## src/lfps_pkg.sv

```systemverilog
// ---------------------------------------------------------------------------
// lfps_pkg
// Types, constants and the microcode table of the line-follow PID core.
// ---------------------------------------------------------------------------
package lfps_pkg;

  localparam int ADDR_W  = 5;
  localparam int DATA_W  = 32;
  localparam int GAIN_W  = 24;
  localparam int BASE_W  = 8;
  localparam int OFS_W   = 10;
  localparam int SCALE_W = 12;
  localparam int SAMP_W  = 10;
  localparam int DIFF_W  = 12;
  localparam int POS_W   = 16;
  localparam int DELTA_W = POS_W + 1;
  localparam int CORR_W  = 9;
  localparam int STEP_W  = 4;

  // Register reset values
  localparam logic [GAIN_W-1:0]  KP_RESET     = 24'd39322;
  localparam logic [GAIN_W-1:0]  KI_RESET     = 24'd26;
  localparam logic [GAIN_W-1:0]  KD_RESET     = 24'd98304;
  localparam logic [BASE_W-1:0]  BASE_RESET   = 8'd40;
  localparam logic [OFS_W-1:0]   OFFSET_RESET = 10'd60;
  localparam logic [SCALE_W-1:0] SCALE_RESET  = 12'd358;

  // Register map, word index
  typedef enum logic [2:0] {
    REG_KP     = 3'd0,
    REG_KI     = 3'd1,
    REG_KD     = 3'd2,
    REG_BASE   = 3'd3,
    REG_OFFSET = 3'd4,
    REG_SCALE  = 3'd5
  } reg_idx_t;

  typedef enum logic [1:0] {
    MUL_SCALE = 2'd0,
    MUL_KP    = 2'd1,
    MUL_KI    = 2'd2,
    MUL_KD    = 2'd3
  } mul_sel_t;

  typedef enum logic [1:0] {
    ACC_HOLD = 2'd0,
    ACC_LOAD = 2'd1,
    ACC_ADD  = 2'd2
  } acc_op_t;

  typedef enum logic [1:0] {
    HOLD_NONE = 2'd0,
    HOLD_IN   = 2'd1,
    HOLD_OUT  = 2'd2
  } hold_t;

  // One control word per program step
  typedef struct packed {
    logic              idle;
    mul_sel_t          mul_sel;
    logic              mul_en;
    acc_op_t           acc_op;
    logic              pos_en;
    logic              ring_en;
    logic              quot_en;
    logic              out_en;
    hold_t             hold;
    logic [STEP_W-1:0] next_step;
  } ctrl_t;

  // Program steps
  localparam logic [STEP_W-1:0] S_WAIT    = 4'd0;
  localparam logic [STEP_W-1:0] S_MUL_POS = 4'd1;
  localparam logic [STEP_W-1:0] S_POS     = 4'd2;
  localparam logic [STEP_W-1:0] S_MUL_KP  = 4'd3;
  localparam logic [STEP_W-1:0] S_MUL_KI  = 4'd4;
  localparam logic [STEP_W-1:0] S_MUL_KD  = 4'd5;
  localparam logic [STEP_W-1:0] S_ACC_KD  = 4'd6;
  localparam logic [STEP_W-1:0] S_QUOT    = 4'd7;
  localparam logic [STEP_W-1:0] S_OUT     = 4'd8;

  // Read-only microcode table
  function automatic ctrl_t ucode(input logic [STEP_W-1:0] step);
    ctrl_t c;
    c           = '0;
    c.mul_sel   = MUL_SCALE;
    c.acc_op    = ACC_HOLD;
    c.hold      = HOLD_NONE;
    c.next_step = S_WAIT;
    case (step)
      S_WAIT: begin
        c.idle      = 1'b1;
        c.hold      = HOLD_IN;
        c.next_step = S_MUL_POS;
      end
      S_MUL_POS: begin
        c.mul_sel   = MUL_SCALE;
        c.mul_en    = 1'b1;
        c.next_step = S_POS;
      end
      S_POS: begin
        c.pos_en    = 1'b1;
        c.next_step = S_MUL_KP;
      end
      S_MUL_KP: begin
        c.mul_sel   = MUL_KP;
        c.mul_en    = 1'b1;
        c.ring_en   = 1'b1;
        c.next_step = S_MUL_KI;
      end
      S_MUL_KI: begin
        c.mul_sel   = MUL_KI;
        c.mul_en    = 1'b1;
        c.acc_op    = ACC_LOAD;
        c.next_step = S_MUL_KD;
      end
      S_MUL_KD: begin
        c.mul_sel   = MUL_KD;
        c.mul_en    = 1'b1;
        c.acc_op    = ACC_ADD;
        c.next_step = S_ACC_KD;
      end
      S_ACC_KD: begin
        c.acc_op    = ACC_ADD;
        c.next_step = S_QUOT;
      end
      S_QUOT: begin
        c.quot_en   = 1'b1;
        c.next_step = S_OUT;
      end
      S_OUT: begin
        c.out_en    = 1'b1;
        c.hold      = HOLD_OUT;
        c.next_step = S_WAIT;
      end
      default: begin
        c.next_step = S_WAIT;
      end
    endcase
    return c;
  endfunction

endpackage

```

## src/line_follow_pid_steering_core.sv

```systemverilog
// ---------------------------------------------------------------------------
// line_follow_pid_steering_core
// Line position from two reflectance samples, windowed-integral PID steering
// correction and the two motor speeds, run by a small microcoded sequencer
// around one shared multiplier.
//
//   channel  | handshake                      | payload
//   ---------+--------------------------------+----------------------------------
//   input    | in_valid / in_ready            | left_sample, right_sample
//   result   | out_valid / out_ready          | right_speed, left_speed,
//            |                                | steer_correction
//   config   | psel/penable/pwrite/pready     | paddr, pwdata, prdata
//
// An item runs through one accept step and eight program steps, set by the
// four products that go through the single multiplier in turn.
// The next request is taken only once the program is back at the accept step.
// A result not yet taken holds the last program step until out_ready.
// Reset clears the window ring through per-entry valid bits.
// ---------------------------------------------------------------------------
module line_follow_pid_steering_core
  import lfps_pkg::*;
#(
  parameter int WINDOW = 20
) (
  input  logic                     clk,
  input  logic                     rst,
  // input request
  input  logic                     in_valid,
  output logic                     in_ready,
  input  logic [SAMP_W-1:0]        left_sample,
  input  logic [SAMP_W-1:0]        right_sample,
  // result request
  output logic                     out_valid,
  input  logic                     out_ready,
  output logic [BASE_W-1:0]        right_speed,
  output logic [BASE_W-1:0]        left_speed,
  output logic signed [CORR_W-1:0] steer_correction,
  // configuration
  input  logic                     psel,
  input  logic                     penable,
  input  logic                     pwrite,
  input  logic [ADDR_W-1:0]        paddr,
  input  logic [DATA_W-1:0]        pwdata,
  output logic [DATA_W-1:0]        prdata,
  output logic                     pready
);

  localparam int PTR_W = (WINDOW > 1) ? $clog2(WINDOW) : 1;
  localparam int SUM_W = POS_W + $clog2(WINDOW);
  localparam int BW    = (SUM_W > DELTA_W) ? SUM_W : DELTA_W;
  localparam int PW    = GAIN_W + 1 + BW;
  localparam int AW    = PW + 2;
  localparam int QW    = AW - 16;

  // Configuration registers
  logic [GAIN_W-1:0]  kp_gain;
  logic [GAIN_W-1:0]  ki_gain;
  logic [GAIN_W-1:0]  kd_gain;
  logic [BASE_W-1:0]  base_speed;
  logic [OFS_W-1:0]   calib_offset;
  logic [SCALE_W-1:0] calib_scale;

  logic     cfg_wr;
  reg_idx_t cfg_idx;

  assign pready  = 1'b1;
  assign cfg_wr  = psel && penable && pwrite;
  assign cfg_idx = reg_idx_t'(paddr[4:2]);

  // Write configuration on the access cycle
  always_ff @(posedge clk) begin
    if (rst) begin
      kp_gain      <= KP_RESET;
      ki_gain      <= KI_RESET;
      kd_gain      <= KD_RESET;
      base_speed   <= BASE_RESET;
      calib_offset <= OFFSET_RESET;
      calib_scale  <= SCALE_RESET;
    end else if (cfg_wr) begin
      case (cfg_idx)
        REG_KP:     kp_gain      <= pwdata[GAIN_W-1:0];
        REG_KI:     ki_gain      <= pwdata[GAIN_W-1:0];
        REG_KD:     kd_gain      <= pwdata[GAIN_W-1:0];
        REG_BASE:   base_speed   <= pwdata[BASE_W-1:0];
        REG_OFFSET: calib_offset <= pwdata[OFS_W-1:0];
        REG_SCALE:  calib_scale  <= pwdata[SCALE_W-1:0];
        default: ;
      endcase
    end
  end

  // Read back
  always_comb begin
    case (cfg_idx)
      REG_KP:     prdata = DATA_W'(kp_gain);
      REG_KI:     prdata = DATA_W'(ki_gain);
      REG_KD:     prdata = DATA_W'(kd_gain);
      REG_BASE:   prdata = DATA_W'(base_speed);
      REG_OFFSET: prdata = DATA_W'(calib_offset);
      REG_SCALE:  prdata = DATA_W'(calib_scale);
      default:    prdata = '0;
    endcase
  end

  // Sequencer: step counter, control word, holds
  logic [STEP_W-1:0] step;
  logic [STEP_W-1:0] step_next;
  ctrl_t             ctrl;
  logic              in_fire;
  logic              hold_now;
  logic              out_load;

  assign ctrl     = ucode(step);
  assign in_ready = ctrl.idle;
  assign in_fire  = in_valid && in_ready;
  assign hold_now = ((ctrl.hold == HOLD_IN) && !in_fire) ||
                    ((ctrl.hold == HOLD_OUT) && out_valid && !out_ready);
  assign out_load = ctrl.out_en && !hold_now;
  assign step_next = hold_now ? step : ctrl.next_step;

  always_ff @(posedge clk) begin
    if (rst) begin
      step <= S_WAIT;
    end else begin
      step <= step_next;
    end
  end

  // Capture the offset sensor difference on accept
  logic signed [DIFF_W-1:0] diff;

  always_ff @(posedge clk) begin
    if (in_fire) begin
      diff <= $signed({2'b00, left_sample}) - $signed({2'b00, right_sample})
            + DIFF_W'($signed(calib_offset));
    end
  end

  // Window ring memory with registered read
  logic signed [POS_W-1:0] ring [WINDOW];
  logic signed [POS_W-1:0] ring_rd;
  logic [WINDOW-1:0]       ring_vld;
  logic [PTR_W-1:0]        ptr;
  logic signed [POS_W-1:0] pos;
  logic signed [POS_W-1:0] old_pos;

  always_ff @(posedge clk) begin
    if (ctrl.ring_en) begin
      ring[ptr] <= pos;
    end
    ring_rd <= ring[ptr];
  end

  assign old_pos = ring_vld[ptr] ? ring_rd : '0;

  // Shared multiplier
  logic signed [GAIN_W:0]  mul_a;
  logic signed [BW-1:0]    mul_b;
  logic signed [PW-1:0]    prod;
  logic signed [SUM_W-1:0] sum;
  logic signed [DELTA_W-1:0] delta;

  always_comb begin
    case (ctrl.mul_sel)
      MUL_SCALE: begin
        mul_a = $signed({1'b0, GAIN_W'(calib_scale)});
        mul_b = BW'(diff);
      end
      MUL_KP: begin
        mul_a = $signed({1'b0, kp_gain});
        mul_b = BW'(pos);
      end
      MUL_KI: begin
        mul_a = $signed({1'b0, ki_gain});
        mul_b = BW'(sum);
      end
      MUL_KD: begin
        mul_a = $signed({1'b0, kd_gain});
        mul_b = BW'(delta);
      end
      default: begin
        mul_a = '0;
        mul_b = '0;
      end
    endcase
  end

  always_ff @(posedge clk) begin
    if (ctrl.mul_en) begin
      prod <= mul_a * mul_b;
    end
  end

  // Position: divide by 256, truncate toward zero
  logic signed [PW-1:0] pos_round;

  assign pos_round = prod + $signed({{(PW-8){1'b0}}, {8{prod[PW-1]}}});

  always_ff @(posedge clk) begin
    if (ctrl.pos_en) begin
      pos <= pos_round[8 +: POS_W];
    end
  end

  // Window state: sum, ring pointer, previous position, derivative term
  logic signed [POS_W-1:0] prev;

  always_ff @(posedge clk) begin
    if (rst) begin
      sum      <= '0;
      prev     <= '0;
      ptr      <= '0;
      ring_vld <= '0;
    end else if (ctrl.ring_en) begin
      sum           <= sum - SUM_W'(old_pos) + SUM_W'(pos);
      prev          <= pos;
      ring_vld[ptr] <= 1'b1;
      ptr           <= (ptr == PTR_W'(WINDOW - 1)) ? '0 : ptr + 1'b1;
    end
  end

  always_ff @(posedge clk) begin
    if (ctrl.ring_en) begin
      delta <= DELTA_W'(pos) - DELTA_W'(prev);
    end
  end

  // Accumulate the three products
  logic signed [AW-1:0] acc;

  always_ff @(posedge clk) begin
    case (ctrl.acc_op)
      ACC_LOAD: acc <= AW'(prod);
      ACC_ADD:  acc <= acc + AW'(prod);
      default:  ;
    endcase
  end

  // Correction: divide by 65536, truncate toward zero
  logic signed [AW-1:0] acc_round;
  logic signed [QW-1:0] quot;

  assign acc_round = acc + $signed({{(AW-16){1'b0}}, {16{acc[AW-1]}}});

  always_ff @(posedge clk) begin
    if (ctrl.quot_en) begin
      quot <= acc_round[AW-1:16];
    end
  end

  // Clamp to the base speed and split into motor speeds
  logic signed [QW-1:0]     base_ext;
  logic signed [CORR_W-1:0] corr;
  logic [BASE_W-1:0]        rs;
  logic [BASE_W-1:0]        ls;

  assign base_ext = $signed({{(QW-BASE_W){1'b0}}, base_speed});

  always_comb begin
    if (quot > base_ext) begin
      corr = $signed({1'b0, base_speed});
    end else if (quot < -base_ext) begin
      corr = -$signed({1'b0, base_speed});
    end else begin
      corr = quot[CORR_W-1:0];
    end
    rs = corr[CORR_W-1] ? base_speed : base_speed - corr[BASE_W-1:0];
    ls = (corr > 0) ? base_speed : base_speed + corr[BASE_W-1:0];
  end

  // Output register: load a new result, drop it once taken
  always_ff @(posedge clk) begin
    if (rst) begin
      out_valid <= 1'b0;
    end else if (out_load) begin
      out_valid <= 1'b1;
    end else if (out_ready) begin
      out_valid <= 1'b0;
    end
  end

  always_ff @(posedge clk) begin
    if (out_load) begin
      right_speed      <= rs;
      left_speed       <= ls;
      steer_correction <= corr;
    end
  end

endmodule

```

## config.mk

```make
export PLATFORM = sky130hd
export DESIGN_NAME = line_follow_pid_steering_core
export DESIGN_NICKNAME = d
export VERILOG_FILES = /design/src/lfps_pkg.sv /design/src/line_follow_pid_steering_core.sv
export SDC_FILE = /design/constraint.sdc
export NUM_CORES = 2
export LEC_CHECK = 0
export ABC_AREA = 1
export BUFFER_PORTS_ARGS = -buffer_cell sky130_fd_sc_hd__buf_2
export CORE_MARGIN = 1.5
export CORE_UTILIZATION = 55
export CTS_CLUSTER_DIAMETER = 50
export DETAILED_ROUTE_END_ITERATION = 8
export PLACE_DENSITY = 0.74
export SLEW_MARGIN = 40
export SYNTH_ARGS = -nofsm -noshare
export SYNTH_HDL_FRONTEND = slang
export SYNTH_SLANG_ARGS = --single-unit
```

## constraint.sdc

```tcl
create_clock -name clk -period 6.89 [get_ports clk]
set_clock_uncertainty 0.15 [all_clocks]
set_input_delay 0.3445 -clock clk [delete_from_list [all_inputs] [get_ports clk]]
set_output_delay 0.3445 -clock clk [all_outputs]
set_load 0.01 [all_outputs]
```

==> impl_metrics.json <==
{
  "status": "finished with violations",
  "violations": "negative setup slack",
  "seq_area_frac_synth_pct": 35.9,
  "hpwl_um": 132000,
  "dr.pass1.iters": 7,
  "fin_setup_tns_ns": -14.55,
  "die_area_mm2": 0.0992,
  "finalWirelength_um": 174000,
  "post_drt_wl_per_cell_um": 21.7,
  "ys_warn_count": 0,
  "max_stage_delay_ns": 0.55,
  "min_period_ns": 7.56,
  "final_common_cell": "nand2_1",
  "fill_cells": 7472,
  "gp_congestion": 1.04,
  "core_mm2": 0.0966,
  "die_y_um": 315,
  "synth_top_area_share_pct": 29.0,
  "cp.required_ns": 7.16,
  "min_path_cells": 3,
  "cp-start-kind": "flop",
  "numPortBuffers": 104,
  "cpLargestDelayFamily": "adder cells",
  "drc": 0,
  "insertion_delay_ns": 0.68,
  "ant_nets": 0,
  "fin_nets": 7573,
  "yosys-top-cells-area": "edfxtp_1, fa_1, ha_1",
  "std_cell_rows": 114,
  "r2r_cells": 34,
  "netlist_area_mm2": 0.0535,
  "slew_headroom_pct": 42.5,
  "antenna_found_initial": 5,
  "dr.first_iter.drc_count": 5447,
  "synth_top_area_cell": "edfxtp_1",
  "report.final.slew_viol_count": 0,
  "holdCritPathClass": "primary input to flop",
  "path_common_cell": "fa_1",
  "syn-instance-count": 6076,
  "register_area_mm2": 0.0192,
  "drv_cap": 0,
  "cts_sinks": 701,
  "multi_input_area_mm2": 0.0313,
  "path_depth": 34,
  "vias_per_cell": 5.76,
  "fin_area_mm2": 0.0650,
  "io_pins": 124,
  "grt_max_degree": 119,
  "grt_use_total_pct": 35.1,
  "vias": 46300,
  "cts_tree": "yes",
  "tightest_slew_ns": 0.857,
  "h-tree-depth": 3,
  "path_buf_inv": 11,
  "route.met2.wl_um": 79000,
  "clock_path_buffers": 3,
  "synth_edf_count": 516,
  "overflow": 0,
  "cp-end-kind": "flop",
  "async_flop_share_pct": 0,
  "setup_viol": 32,
  "cp_slowest_cell": "fa_1",
  "syn_area_per_cell_um2": 8.81,
  "numCtsBuffers": 81,
  "wl_met1_um": 68100,
  "wl_met3_um": 18900,
  "area_growth_pct": 21.4,
  "ys_types": 66,
  "whs_ns": 0.158,
  "grt_pass1_vias": 46200,
  "start_util_pct": 55.4,
  "final_cell_mix": "nand2_1, inv_1, nor2_1, edfxtp_1, buf_4",
  "root_buffer": "clkbuf_16",
  "postPlaceCellArea_mm2": 0.0595,
  "routed.top_layer": "met5",
  "grt_pass1_wl_um": 265000,
  "crit_path_max_fanout": 11,
  "drive_gt1_share_pct": 18.7,
  "crit_type": "flop to flop",
  "layout_setup_ws_ns": -0.674,
  "rsz0062_at_grt": "yes",
  "timing.final.crit_share_pct": 110,
  "ys_ff_latch": 701,
  "cp.arrival_ns": 7.83,
  "hold_viol_final": 0,
  "clk_pin_slew_ns": 0.07,
  "die_w_um": 315,
  "synth_ff_type": "edfxtp_1",
  "max_freq_ghz": 0.132
}
-- metal layers --
| metal | global-route usage, % | vias up |
|---|---|---|
| met1 | 47.3 | 22400 |
| met3 | 7.45 | 455 |
| met2 | 55.4 | 2432 |
| met4 | 14.4 | 8 |
| li1 | - | 21000 |
| met5 | 0 | - |
-- what timing repair did --
| item | in CTS | in global routing |
|---|---|---|
| setup endpoints to repair | 34 | 35 |
| cloned | 2 | 0 |
| pin swaps | 57 | 83 |
| hold endpoints to repair | 102 | 0 |
| resized for setup | 226 | 194 |
| hold buffers | 26 | 0 |
| setup buffers | 60 | 35 |
-- sequential cells by signal (all words and copies together) (netlist names), 17 cells and up --
| register | count |
|---|---|
| quot | 32 |
| ring | 320 |
| kp_gain | 24 |
| kd_gain | 24 |
| delta | 17 |
| sum | 21 |
| prod | 46 |
| ki_gain | 24 |
| ring_vld | 20 |
| acc | 48 |
-- worst register-to-register path: cells and delay by family (launching register included) --
kind                     cells  cell delay [ns]
adder cells (fa/ha/maj)      8             3.86
XOR/XNOR                     1             0.14
flip-flops                   1             0.33
buffers and inverters       11             0.96
AND/OR/NAND/NOR              8             0.79
AO/OA/AOI/OAI                6             1.10
-- cells in the mapped netlist, types with 4 or more instances --
| library cell | number |
|---|---|
| nand2_1 | 1024 |
| inv_1 | 988 |
| nor2_1 | 776 |
| edfxtp_1 | 516 |
| fa_1 | 442 |
| o21ai_0 | 411 |
| ha_1 | 371 |
| a21oi_1 | 320 |
| dfxtp_1 | 185 |
| nand3_1 | 166 |
| clkbuf_1 | 126 |
| xor2_1 | 109 |
| o22ai_1 | 95 |
| buf_2 | 58 |
| xnor2_1 | 58 |
| a31oi_1 | 40 |
| nor3_1 | 38 |
| nand4_1 | 30 |
| o211ai_1 | 30 |
| o21a_1 | 26 |
| a22o_1 | 20 |
| a21o_1 | 18 |
| inv_2 | 16 |
| o21ai_1 | 16 |
| nor4_1 | 15 |
| clkinv_1 | 14 |
| or2_2 | 14 |
| a221oi_1 | 12 |
| buf_4 | 12 |
| o2111ai_1 | 12 |
| o21bai_1 | 12 |
| a22oi_1 | 9 |
| nand2_2 | 8 |
| and3_1 | 7 |
| buf_1 | 7 |
| a21oi_2 | 6 |
| a211oi_1 | 5 |
| nand2_4 | 5 |
| nand3b_1 | 5 |
| o31ai_1 | 5 |
| nor2_2 | 4 |
-- per-stage QoR --
step,setup slack (ns),utilization [%],cells
floorplan,-0.0830,-,6083
global placement,-0.675,61.6,7771
detailed placement,-0.723,61.7,7771
CTS,-0.556,66.2,8009
global route,-0.967,67.3,8040
finish,-0.674,67.3,8043
-- layout make-up --
class | instances | share of cell area, %
diodes | 3 | 0.0116
clock buffers | 103 | 3.36
clock inverters | 48 | 0.894
inverters | 1018 | 6.04
multi-input cells | 4159 | 48.1
flip-flops and latches | 701 | 29.6
well taps | 1276 | 2.46
repair buffers | 735 | 9.53
-- kinds of logic after synthesis --
group	after synthesis	synth area share, %
buffers and inverters	1223	8.83
xor gates and xnor gates	167	2.73
DFF	701	35.9
and+or+nand+nor	2112	16.0
other	2	0.0140
AOI/OAI and AO/OA	1058	11.3
adders and majority gates	813	25.2
-- worst paths after layout --
kind              slack (ns)             startpoint                     to
hold reg to reg         0.32  prev[13]$_SDFFE_PP0P_  prev[13]$_SDFFE_PP0P_
hold / removal          0.16                    rst    ptr[3]$_SDFFE_PP0P_
setup reg to reg       -0.67   step[2]$_SDFFE_PP0N_     prod[34]$_DFFE_PN_
setup / recovery       -0.67   step[2]$_SDFFE_PP0N_     prod[34]$_DFFE_PN_
Power is left out: the tool's default activity adds up to more than one toggle a clock period on the data nets, which glitch-free logic cannot reach.
